==> src/sv/akd_pkg.sv <==
// Package for the ADC ladder keypad decoder: shared types, widths and codes.
// Used by the front classifier, the item queue, the back end and the top level.
package akd_pkg;

  localparam int unsigned ThrW     = 10;
  localparam int unsigned ThrCount = 8;
  localparam int unsigned CodeW    = 8;
  localparam int unsigned TolW     = 10;
  localparam int unsigned VoteW    = 4;
  localparam int unsigned HoldW    = 16;
  localparam int unsigned LvlCntW  = 4;
  localparam int unsigned LvlW     = 3;
  localparam int unsigned WinW     = 4;
  localparam int unsigned CfgIdxW  = 4;
  localparam int unsigned CfgDataW = 64;
  localparam int unsigned QDepth   = 2;
  localparam int unsigned QPtrW    = 1;
  localparam int unsigned QCntW    = 2;

  localparam logic [VoteW-1:0] VoteMax = '1;
  localparam logic [HoldW-1:0] HoldMax = '1;

  localparam logic [LvlCntW-1:0]          RstLevelCount = 4'd4;
  localparam logic [ThrW*4-1:0]           RstThrLow     = 40'd962746256516;
  localparam logic [ThrW*4-1:0]           RstThrHigh    = 40'd0;
  localparam logic [CodeW*ThrCount-1:0]   RstKeyCodes   = 64'd18446744070924928838;
  localparam logic [TolW-1:0]             RstTolerance  = 10'd255;
  localparam logic [VoteW-1:0]            RstVoteLimit  = 4'd9;
  localparam logic [CodeW-1:0]            RstHoldKey    = 8'h46;
  localparam logic [HoldW-1:0]            RstHoldTicks  = 16'd2000;

  typedef enum logic [CfgIdxW-1:0] {
    CfgLevelCount = 4'd0,
    CfgThrLow     = 4'd1,
    CfgThrHigh    = 4'd2,
    CfgKeyCodes   = 4'd3,
    CfgTolerance  = 4'd4,
    CfgVoteLimit  = 4'd5,
    CfgHoldKey    = 4'd6,
    CfgHoldTicks  = 4'd7
  } cfg_idx_e;

  typedef enum logic {
    CmdSample = 1'b0,
    CmdTick   = 1'b1
  } cmd_e;

  // Settings the front classifier needs.
  typedef struct packed {
    logic [LvlCntW-1:0]       level_count;
    logic [ThrW*ThrCount-1:0] thresholds;  // level 0 in the low bits
    logic [TolW-1:0]          tolerance;
  } match_cfg_t;

  // Settings the back end needs.
  typedef struct packed {
    logic [LvlCntW-1:0]        level_count;
    logic [CodeW*ThrCount-1:0] key_codes;
    logic [VoteW-1:0]          vote_limit;
    logic [CodeW-1:0]          hold_key;
    logic [HoldW-1:0]          hold_ticks;
  } decide_cfg_t;

  // One classified item as it waits in the queue.
  typedef struct packed {
    logic            tick;
    logic            hit;
    logic [LvlW-1:0] lvl;
  } entry_t;

endpackage

==> src/sv/akd_front.sv <==
// Front classifier: takes input items and matches samples against the ladder.
// Depends on akd_pkg; feeds akd_queue.
module akd_front #(
  parameter int unsigned MAX_LEVELS  = 8,
  parameter int unsigned SAMPLE_BITS = 10
) (
  input  logic                    in_valid_i,
  input  logic                    cmd_i,
  input  logic [SAMPLE_BITS-1:0]  sample_i,
  input  akd_pkg::match_cfg_t     cfg_i,
  input  logic                    q_full_i,
  output logic                    in_stall_o,
  output logic                    push_o,
  output akd_pkg::entry_t         entry_o
);
  import akd_pkg::*;

  localparam int unsigned CmpW = (SAMPLE_BITS > ThrW) ? SAMPLE_BITS : ThrW;

  logic [LvlCntW-1:0] n_levels;
  logic [CmpW-1:0]    smp;
  logic [CmpW-1:0]    tol;
  logic [CmpW-1:0]    thr   [MAX_LEVELS];
  logic               match [MAX_LEVELS];
  logic               hit;
  logic [LvlW-1:0]    lvl;

  assign n_levels = (cfg_i.level_count > LvlCntW'(MAX_LEVELS)) ?
                    LvlCntW'(MAX_LEVELS) : cfg_i.level_count;
  assign smp = CmpW'(sample_i);
  assign tol = CmpW'(cfg_i.tolerance);

  // Compare every enabled level in parallel.
  always_comb begin
    for (int i = 0; i < MAX_LEVELS; i++) begin
      thr[i]   = CmpW'(cfg_i.thresholds[i*ThrW +: ThrW]);
      match[i] = (LvlCntW'(i) < n_levels) && (smp < thr[i]) && ((thr[i] - smp) <= tol);
    end
  end

  // Take the lowest matching level.
  always_comb begin
    hit = 1'b0;
    lvl = '0;
    for (int i = 0; i < MAX_LEVELS; i++) begin
      if (!hit && match[i]) begin
        hit = 1'b1;
        lvl = LvlW'(i);
      end
    end
  end

  assign in_stall_o    = q_full_i;
  assign push_o        = in_valid_i && !q_full_i;
  assign entry_o.tick  = (cmd_i == CmdTick);
  assign entry_o.hit   = (cmd_i == CmdSample) && hit;
  assign entry_o.lvl   = lvl;

endmodule

==> src/sv/akd_queue.sv <==
// Two-entry queue of classified items between the front and the back end.
// Depends on akd_pkg.
module akd_queue (
  input  logic            clk_i,
  input  logic            rst_ni,
  input  logic            push_i,
  input  akd_pkg::entry_t entry_i,
  input  logic            pop_i,
  output logic            full_o,
  output logic            valid_o,
  output akd_pkg::entry_t entry_o
);
  import akd_pkg::*;

  entry_t            mem_q [QDepth];
  logic [QPtrW-1:0]  wr_ptr_q, wr_ptr_d;
  logic [QPtrW-1:0]  rd_ptr_q, rd_ptr_d;
  logic [QCntW-1:0]  cnt_q, cnt_d;
  logic              do_pop;

  assign full_o  = (cnt_q == QCntW'(QDepth));
  assign valid_o = (cnt_q != '0);
  assign entry_o = mem_q[rd_ptr_q];
  assign do_pop  = pop_i && valid_o;

  always_comb begin
    wr_ptr_d = push_i ? wr_ptr_q + 1'b1 : wr_ptr_q;
    rd_ptr_d = do_pop ? rd_ptr_q + 1'b1 : rd_ptr_q;
    cnt_d    = cnt_q + QCntW'(push_i) - QCntW'(do_pop);
  end

  always_ff @(posedge clk_i or negedge rst_ni) begin
    if (!rst_ni) begin
      wr_ptr_q <= '0;
      rd_ptr_q <= '0;
      cnt_q    <= '0;
    end else begin
      wr_ptr_q <= wr_ptr_d;
      rd_ptr_q <= rd_ptr_d;
      cnt_q    <= cnt_d;
    end
  end

  always_ff @(posedge clk_i) begin
    if (push_i) begin
      mem_q[wr_ptr_q] <= entry_i;
    end
  end

  a_no_overflow: assert property (@(posedge clk_i) disable iff (!rst_ni)
    full_o |-> !push_i)
    else $error("queue push while full");

  a_cnt_range: assert property (@(posedge clk_i) disable iff (!rst_ni)
    cnt_q <= QCntW'(QDepth))
    else $error("queue count out of range");

endmodule

==> src/sv/akd_back.sv <==
// Back end: vote counters, window close, winner pick, hold timer, result register.
// Depends on akd_pkg; drains akd_queue.
module akd_back #(
  parameter int unsigned WINDOW_SAMPLES = 10,
  parameter int unsigned MAX_LEVELS     = 8
) (
  input  logic                  clk_i,
  input  logic                  rst_ni,
  input  akd_pkg::decide_cfg_t  cfg_i,
  input  logic                  q_valid_i,
  input  akd_pkg::entry_t       q_entry_i,
  output logic                  pop_o,
  output logic                  out_valid_o,
  input  logic                  out_stall_i,
  output logic                  key_valid_o,
  output logic [7:0]            key_code_o,
  output logic                  long_press_o
);
  import akd_pkg::*;

  logic [VoteW-1:0]   votes_q [MAX_LEVELS];
  logic [VoteW-1:0]   votes_d [MAX_LEVELS];
  logic [VoteW-1:0]   votes_nx [MAX_LEVELS];
  logic [WinW-1:0]    win_cnt_q, win_cnt_d;
  logic [HoldW-1:0]   elapsed_q, elapsed_d;
  logic               active_q, active_d;
  logic               out_valid_q, out_valid_d;
  logic               key_valid_q, key_valid_d;
  logic [CodeW-1:0]   key_code_q, key_code_d;
  logic               long_q, long_d;

  logic               take;
  logic               sample_item;
  logic               close;
  logic [LvlCntW-1:0] n_levels;
  logic               win;
  logic [CodeW-1:0]   win_code;
  logic [HoldW-1:0]   elapsed_base;

  assign pop_o       = q_valid_i && (!out_valid_q || !out_stall_i);
  assign take        = pop_o;
  assign sample_item = take && !q_entry_i.tick;
  assign close       = sample_item && (win_cnt_q == WinW'(WINDOW_SAMPLES - 1));
  assign n_levels    = (cfg_i.level_count > LvlCntW'(MAX_LEVELS)) ?
                       LvlCntW'(MAX_LEVELS) : cfg_i.level_count;

  // Votes after this sample, saturating.
  always_comb begin
    for (int i = 0; i < MAX_LEVELS; i++) begin
      votes_nx[i] = votes_q[i];
      if (q_entry_i.hit && (q_entry_i.lvl == LvlW'(i)) && (votes_q[i] != VoteMax)) begin
        votes_nx[i] = votes_q[i] + 1'b1;
      end
    end
  end

  // First enabled level over the limit wins.
  always_comb begin
    win      = 1'b0;
    win_code = '0;
    for (int i = 0; i < MAX_LEVELS; i++) begin
      if (!win && (LvlCntW'(i) < n_levels) && (votes_nx[i] > cfg_i.vote_limit)) begin
        win      = 1'b1;
        win_code = cfg_i.key_codes[i*CodeW +: CodeW];
      end
    end
  end

  assign elapsed_base = active_q ? elapsed_q : '0;

  always_comb begin
    votes_d     = votes_q;
    win_cnt_d   = win_cnt_q;
    elapsed_d   = elapsed_q;
    active_d    = active_q;
    out_valid_d = out_valid_q && out_stall_i;
    key_valid_d = key_valid_q;
    key_code_d  = key_code_q;
    long_d      = long_q;

    if (take && q_entry_i.tick) begin
      if (active_q && (elapsed_q != HoldMax)) begin
        elapsed_d = elapsed_q + 1'b1;
      end
    end

    if (sample_item) begin
      if (close) begin
        for (int i = 0; i < MAX_LEVELS; i++) begin
          votes_d[i] = '0;
        end
        win_cnt_d   = '0;
        out_valid_d = 1'b1;
        key_valid_d = win;
        key_code_d  = win_code;
        if (win && (win_code == cfg_i.hold_key)) begin
          active_d  = 1'b1;
          elapsed_d = elapsed_base;
          long_d    = (elapsed_base >= cfg_i.hold_ticks);
        end else begin
          active_d  = 1'b0;
          elapsed_d = '0;
          long_d    = 1'b0;
        end
      end else begin
        votes_d   = votes_nx;
        win_cnt_d = win_cnt_q + 1'b1;
      end
    end
  end

  always_ff @(posedge clk_i or negedge rst_ni) begin
    if (!rst_ni) begin
      for (int i = 0; i < MAX_LEVELS; i++) begin
        votes_q[i] <= '0;
      end
      win_cnt_q   <= '0;
      elapsed_q   <= '0;
      active_q    <= 1'b0;
      out_valid_q <= 1'b0;
    end else begin
      votes_q     <= votes_d;
      win_cnt_q   <= win_cnt_d;
      elapsed_q   <= elapsed_d;
      active_q    <= active_d;
      out_valid_q <= out_valid_d;
    end
  end

  always_ff @(posedge clk_i) begin
    key_valid_q <= key_valid_d;
    key_code_q  <= key_code_d;
    long_q      <= long_d;
  end

  assign out_valid_o  = out_valid_q;
  assign key_valid_o  = key_valid_q;
  assign key_code_o   = key_code_q;
  assign long_press_o = long_q;

  a_win_range: assert property (@(posedge clk_i) disable iff (!rst_ni)
    win_cnt_q < WinW'(WINDOW_SAMPLES))
    else $error("window count past window length");

  a_close_clears: assert property (@(posedge clk_i) disable iff (!rst_ni)
    close |=> (win_cnt_q == '0) && (votes_q[0] == '0))
    else $error("window close did not clear votes");

  a_idle_timer: assert property (@(posedge clk_i) disable iff (!rst_ni)
    !active_q |-> (elapsed_q == '0))
    else $error("hold timer nonzero while stopped");

  a_no_result_lost: assert property (@(posedge clk_i) disable iff (!rst_ni)
    (out_valid_q && out_stall_i) |-> !pop_o)
    else $error("item taken while result stalled");

endmodule

==> src/sv/adc_ladder_keypad_decoder.sv <==
// Top level of the ADC ladder keypad decoder: config registers and wiring.
// Depends on akd_pkg, akd_front, akd_queue and akd_back.
// Path: a window's last sample goes through one queue stage, then the result register.
// Throughput: one item per cycle unless the queue is full; the back end drains one queue entry
// a cycle unless a pending result is held by out_stall_i.
// Reset: config registers take their defaults, votes, window count and timer clear.
module adc_ladder_keypad_decoder #(
  parameter int unsigned WINDOW_SAMPLES = 10,
  parameter int unsigned MAX_LEVELS     = 8,
  parameter int unsigned SAMPLE_BITS    = 10
) (
  input  logic                         clk_i,
  input  logic                         rst_ni,
  // input items
  input  logic                         in_valid_i,
  output logic                         in_stall_o,
  input  logic                         cmd_i,
  input  logic [SAMPLE_BITS-1:0]       sample_i,
  // result items
  output logic                         out_valid_o,
  input  logic                         out_stall_i,
  output logic                         key_valid_o,
  output logic [7:0]                   key_code_o,
  output logic                         long_press_o,
  // configuration writes
  input  logic                         cfg_valid_i,
  output logic                         cfg_ready_o,
  input  logic [akd_pkg::CfgIdxW-1:0]  cfg_index_i,
  input  logic [akd_pkg::CfgDataW-1:0] cfg_data_i
);
  import akd_pkg::*;

  // Configuration registers.
  logic [LvlCntW-1:0]        level_count_q;
  logic [ThrW*4-1:0]         thr_low_q;
  logic [ThrW*4-1:0]         thr_high_q;
  logic [CodeW*ThrCount-1:0] key_codes_q;
  logic [TolW-1:0]           tolerance_q;
  logic [VoteW-1:0]          vote_limit_q;
  logic [CodeW-1:0]          hold_key_q;
  logic [HoldW-1:0]          hold_ticks_q;
  logic                      cfg_we;

  match_cfg_t  match_cfg;
  decide_cfg_t decide_cfg;
  entry_t      push_entry;
  entry_t      pop_entry;
  logic        push;
  logic        pop;
  logic        q_full;
  logic        q_valid;

  // Writes are always taken; an unknown index is dropped.
  assign cfg_ready_o = 1'b1;
  assign cfg_we      = cfg_valid_i && cfg_ready_o;

  always_ff @(posedge clk_i or negedge rst_ni) begin
    if (!rst_ni) begin
      level_count_q <= RstLevelCount;
      thr_low_q     <= RstThrLow;
      thr_high_q    <= RstThrHigh;
      key_codes_q   <= RstKeyCodes;
      tolerance_q   <= RstTolerance;
      vote_limit_q  <= RstVoteLimit;
      hold_key_q    <= RstHoldKey;
      hold_ticks_q  <= RstHoldTicks;
    end else if (cfg_we) begin
      case (cfg_idx_e'(cfg_index_i))
        CfgLevelCount: level_count_q <= cfg_data_i[LvlCntW-1:0];
        CfgThrLow:     thr_low_q     <= cfg_data_i[ThrW*4-1:0];
        CfgThrHigh:    thr_high_q    <= cfg_data_i[ThrW*4-1:0];
        CfgKeyCodes:   key_codes_q   <= cfg_data_i;
        CfgTolerance:  tolerance_q   <= cfg_data_i[TolW-1:0];
        CfgVoteLimit:  vote_limit_q  <= cfg_data_i[VoteW-1:0];
        CfgHoldKey:    hold_key_q    <= cfg_data_i[CodeW-1:0];
        CfgHoldTicks:  hold_ticks_q  <= cfg_data_i[HoldW-1:0];
        default: ;
      endcase
    end
  end

  assign match_cfg.level_count = level_count_q;
  assign match_cfg.thresholds  = {thr_high_q, thr_low_q};
  assign match_cfg.tolerance   = tolerance_q;

  assign decide_cfg.level_count = level_count_q;
  assign decide_cfg.key_codes   = key_codes_q;
  assign decide_cfg.vote_limit  = vote_limit_q;
  assign decide_cfg.hold_key    = hold_key_q;
  assign decide_cfg.hold_ticks  = hold_ticks_q;

  // Front: classify each sample to its ladder level as it is accepted.
  akd_front #(
    .MAX_LEVELS  (MAX_LEVELS),
    .SAMPLE_BITS (SAMPLE_BITS)
  ) u_front (
    .in_valid_i (in_valid_i),
    .cmd_i      (cmd_i),
    .sample_i   (sample_i),
    .cfg_i      (match_cfg),
    .q_full_i   (q_full),
    .in_stall_o (in_stall_o),
    .push_o     (push),
    .entry_o    (push_entry)
  );

  // Queue: decouple input stalls from output stalls.
  akd_queue u_queue (
    .clk_i   (clk_i),
    .rst_ni  (rst_ni),
    .push_i  (push),
    .entry_i (push_entry),
    .pop_i   (pop),
    .full_o  (q_full),
    .valid_o (q_valid),
    .entry_o (pop_entry)
  );

  // Back: vote, close the window, pick the winner, time the hold key.
  akd_back #(
    .WINDOW_SAMPLES (WINDOW_SAMPLES),
    .MAX_LEVELS     (MAX_LEVELS)
  ) u_back (
    .clk_i        (clk_i),
    .rst_ni       (rst_ni),
    .cfg_i        (decide_cfg),
    .q_valid_i    (q_valid),
    .q_entry_i    (pop_entry),
    .pop_o        (pop),
    .out_valid_o  (out_valid_o),
    .out_stall_i  (out_stall_i),
    .key_valid_o  (key_valid_o),
    .key_code_o   (key_code_o),
    .long_press_o (long_press_o)
  );

endmodule
==> config.mk <==
export PLATFORM = sky130hd
export DESIGN_NAME = adc_ladder_keypad_decoder
export DESIGN_NICKNAME = d
export VERILOG_FILES = /design/src/sv/akd_pkg.sv /design/src/sv/akd_front.sv /design/src/sv/akd_queue.sv /design/src/sv/akd_back.sv /design/src/sv/adc_ladder_keypad_decoder.sv
export SDC_FILE = /design/constraint.sdc
export NUM_CORES = 1
export LEC_CHECK = 0
export BUFFER_PORTS_ARGS = -buffer_cell sky130_fd_sc_hd__buf_2
export CAP_MARGIN = 20
export CORE_ASPECT_RATIO = 2
export CORE_MARGIN = 5
export CORE_UTILIZATION = 38
export DETAILED_ROUTE_END_ITERATION = 7
export PLACE_DENSITY = 0.6
export SYNTH_ARGS = -nofsm -noshare
export SYNTH_HDL_FRONTEND = slang
export SYNTH_SLANG_ARGS = --single-unit
==> constraint.sdc <==
create_clock -name clk_i -period 13.6 [get_ports clk_i]
set_input_delay 2.04 -clock clk_i [delete_from_list [all_inputs] [get_ports clk_i]]
set_output_delay 2.04 -clock clk_i [all_outputs]
set_load 0.1 [all_outputs]
==> results_dict.tcl <==
set metrics [dict create \
    reg2reg_from "u_queue.rd_ptr_q$_DFFE_PN0P_" \
    areaGrowthSynthToFinish_pct 12.0 \
    share_comb_of_total_power_pct 46.5 \
    worstReg2RegEnd "u_back.elapsed_q[0]$_DFF_PN0_" \
    portBuffers 95 \
    postRouteAntennaNets 0 \
    grt_pass1_vias 14194 \
    synth_edf_count 20 \
    relSlewSlack_pct 33.4 \
    track_usage_pct 20.8 \
    synth_compound_area_share_pct 16.1 \
    cap_violations 0 \
    drt_iter0_markers 590 \
    routed_wl_mm 53.6 \
    cts_hold_buf 0 \
    async_flop_share_pct 92.4 \
    yosys_warnings 0 \
    max_freq_mhz 169 \
    ir_worst_vdd_mv 0.0964 \
    grt.overflow.total 0 \
    sw_frac_of_total_pct 40.7 \
    crit_type "in -> reg" \
    pwr-share-clk_pct 21.7 \
    die-area_mm2 0.0515 \
    ys_seq_elements 264 \
    ctsResizeCount 0 \
    cts_root_buffer "clkbuf_16" \
    yosys.area_share.simple_pct 10.7 \
    synth_fa_ha_area_share_pct 16.4 \
    mappedNetlistNets 2016 \
    htreeDepth 1 \
    cts_sinks 264 \
    netlist_area_mm2 0.0178 \
    synth_xor_area_share_pct 4.23 \
    p_leak_nw 9.26 \
    worstPathMaxFanout 16 \
    detailed_place_hpwl_mm 40.8 \
    cellInternalPower_w 0.00222 \
    fp.dieW_um 163 \
    hold_path_end "u_back.out_valid_o$_DFF_PN0_" \
    drive_gt1_share_pct 24.0 \
    end_kind "flip-flop" \
    r2r_cells 15 \
    vias 13720 \
    synth.area.mux_share_pct 11.1 \
    io_pins 97 \
    rsz0062_at_grt "no" \
    grt_pass1_wl_mm 82.3 \
    n_antenna_cell 0 \
    synth_area_per_cell_um2 10.5 \
    synthCells 1703 \
    antenna_found_initial 0 \
    synth_ff_type "dfrtp_1" \
    start_util_pct 38.3 \
    ys_seq_area_share_pct 38.2 \
    cts_tree "done" \
    numCtsBuffers 27 \
    cts_buffer_depth 3 \
    finalSetupViolations 0 \
    first_pass_iters 5 \
    r2r_slack_ns 7.72 \
    core_area_mm2 0.0465 \
    synth_top_family_by_area "adder cells" \
    seqPwrFrac_pct 31.8 \
    grt_max_degree 118 \
    cts_setup_buffers 0 \
    slew_viol_final 0 \
    hold_start "u_back.out_valid_o$_DFF_PN0_" \
    finalWeightedCongestion 0.912 \
    avgViaCountPerCell 5.61 \
    critPathRequiredTime_ns 13.88 \
    hold_viol_final 0 \
    min_period_over_period_pct 43.4 \
    wl_per_cell_um 21.9 \
    row_count 112 \
    power_w 0.00374 \
    switchingPower_w 0.00152 \
    drc 0 \
    min_path_cells 2 \
    fin_crit_ns 5.91 \
    power_density_mw_per_mm2 188 \
    final_nets 2110 \
    status "completed" \
    chipHeight_um 316 \
    arrival_ns 6.19 \
    timing.setup.tns_ns 0 \
    skew_ns 0.0179 \
    clk_latency_ns 0.57 \
    clkSlewWorstSetupHoldPaths_ns 0.06 \
    hp-class "reg -> reg" \
    startpoint_type "primary input" \
    synth_cell_types 83 \
    tightest_slew_ns 0.997 \
]
## worst max path at each step
stage	from	endpoint	depth (start not counted)	slack [ns]
final	sample_i[1]	u_queue.mem_q[0][2]$_DFFE_PP_	22	7.69
after global routing	u_queue.rd_ptr_q$_DFFE_PN0P_	u_back.elapsed_q[2]$_DFF_PN0_	16	7.30
after CTS	u_queue.rd_ptr_q$_DFFE_PN0P_	u_back.elapsed_q[0]$_DFF_PN0_	15	7.69
after detailed placement	sample_i[1]	u_queue.mem_q[1][2]$_DFFE_PP_	22	7.13
after global placement	sample_i[1]	u_queue.mem_q[0][2]$_DFFE_PP_	22	7.18
after floorplan	sample_i[1]	u_queue.mem_q[0][1]$_DFFE_PP_	21	7.77
## critical path, cell delays in order
cell and delay [ns]:
buf_2 0.09, inv_1 0.04, buf_4 0.29, ha_1 0.30, a21o_1 0.18, a21o_1 0.18
and2_1 0.16, o21ai_0 0.16, nand2b_1 0.11, a21o_1 0.19, a21o_1 0.20, a21o_1 0.18
a21oi_1 0.17, xnor2_1 0.09, ha_1 0.30, nand4_1 0.10, o22ai_1 0.12, a21oi_1 0.06
nor4_1 0.70, nor2_1 0.15, and2_1 0.24, a21boi_0 0.14
## final cells by class
class	instances	area (µm²)
well taps	627	785
repair buffers	110	598
clock inverters	21	244
fillers	4603	26600
inverters	105	394
multi-input cells	1289	10400
flip-flops and latches	264	6800
clock buffers	29	704
## layer usage
layer	part of all wire (%)	global-route usage [%]	vias up	routed length (µm)
met5	0	0	-	0
li1	-	-	6451	-
met1	37	22.5	6822	19900
met3	3.4	2.21	136	1810
met2	52	38.3	311	28000
met4	7.4	12.6	0	3960
## metrics by stage
| step | setup slack (ns) | util, % | area [µm²] | instances | hold slack (ns) |
|---|---|---|---|---|---|
| 6_report | 7.69 | 42.9 | 19900 | 2445 | 0.489 |
| 5_1_grt | 7.30 | 42.9 | 19900 | 2445 | 0.511 |
| 4_1_cts | 7.69 | 42.9 | 19900 | 2445 | 0.497 |
| 3_5_place_dp | 7.13 | 40.8 | 19000 | 2395 | 0.483 |
| 3_3_place_gp | 7.18 | 40.8 | 19000 | 2395 | 0.483 |
| 2_1_floorplan | 7.77 | - | 17800 | 1703 | 0.461 |
## placed cells by master, fill, tap and decap left out, drive strengths merged, types with 29 or more instances in the layout
cell type  Yosys  routed
ha           221     221
nor2          62      62
xor2          42      42
dfrtp        168     168
a21o          52      52
clkbuf        25      29
xnor2         44      44
o21ai         96      96
buf           20     110
inv          105     108
nand3         32      32
nand4         40      40
mux2         173     173
a21oi        110     110
nand2        119     119
dfstp         76      76
## power by group through the flow
stage	sequential (W)	combinational [W]	clock [W]
after floorplan	0.00117	0.00128	0
final	0.00119	0.00174	0.000811
after global routing	0.00121	0.00194	0.000855
after global placement	0.00119	0.00168	0
after CTS	0.00119	0.00174	0.000831
after detailed placement	0.00120	0.00173	0
## cell usage after synthesis, types with 9 or more instances
| library cell | instances | area share, % |
|---|---|---|
| o31ai_1 | 10 | 0.42 |
| and3_1 | 18 | 0.63 |
| a21oi_1 | 109 | 3.1 |
| nor3_1 | 15 | 0.42 |
| and2_1 | 27 | 0.95 |
| o22a_1 | 10 | 0.49 |
| nand3_1 | 32 | 0.90 |
| inv_1 | 105 | 2.2 |
| dfstp_2 | 76 | 11 |
| dfrtp_1 | 168 | 24 |
| nand2b_1 | 11 | 0.39 |
| o21a_1 | 16 | 0.67 |
| xor2_1 | 42 | 2.1 |
| nor2_1 | 61 | 1.3 |
| nand2_1 | 117 | 2.5 |
| nor2b_1 | 13 | 0.46 |
| a21o_1 | 52 | 2.2 |
| ha_1 | 221 | 16 |
| a22o_1 | 25 | 1.2 |
| o21bai_1 | 13 | 0.55 |
| a211oi_1 | 9 | 0.38 |
| edfxtp_1 | 20 | 3.4 |
| buf_1 | 13 | 0.27 |
| a31oi_1 | 17 | 0.60 |
| nand4_1 | 38 | 1.3 |
| mux2_2 | 173 | 11 |
| clkbuf_1 | 25 | 0.53 |
| xnor2_1 | 44 | 2.2 |
| o21ai_0 | 90 | 2.5 |
## kinds of logic after synthesis
group	count (synthesis)
AOI/OAI and AO/OA	430
and+or+nand+nor	368
DFF	264
adders and majority gates	229
muxes	175
buffers and inverters	150
xor gates and xnor gates	86
other	1
## flip-flops by register name, indices dropped and copies added, names as in the netlist, 10 cells and up
name              flops
u_back.elapsed_q     16
key_codes_q          64
thr_high_q           40
u_queue.mem_q        10
thr_low_q            40
tolerance_q          10
u_back.votes_q       32
hold_ticks_q         16
Note: power is estimated with default switching activity, not from simulation.
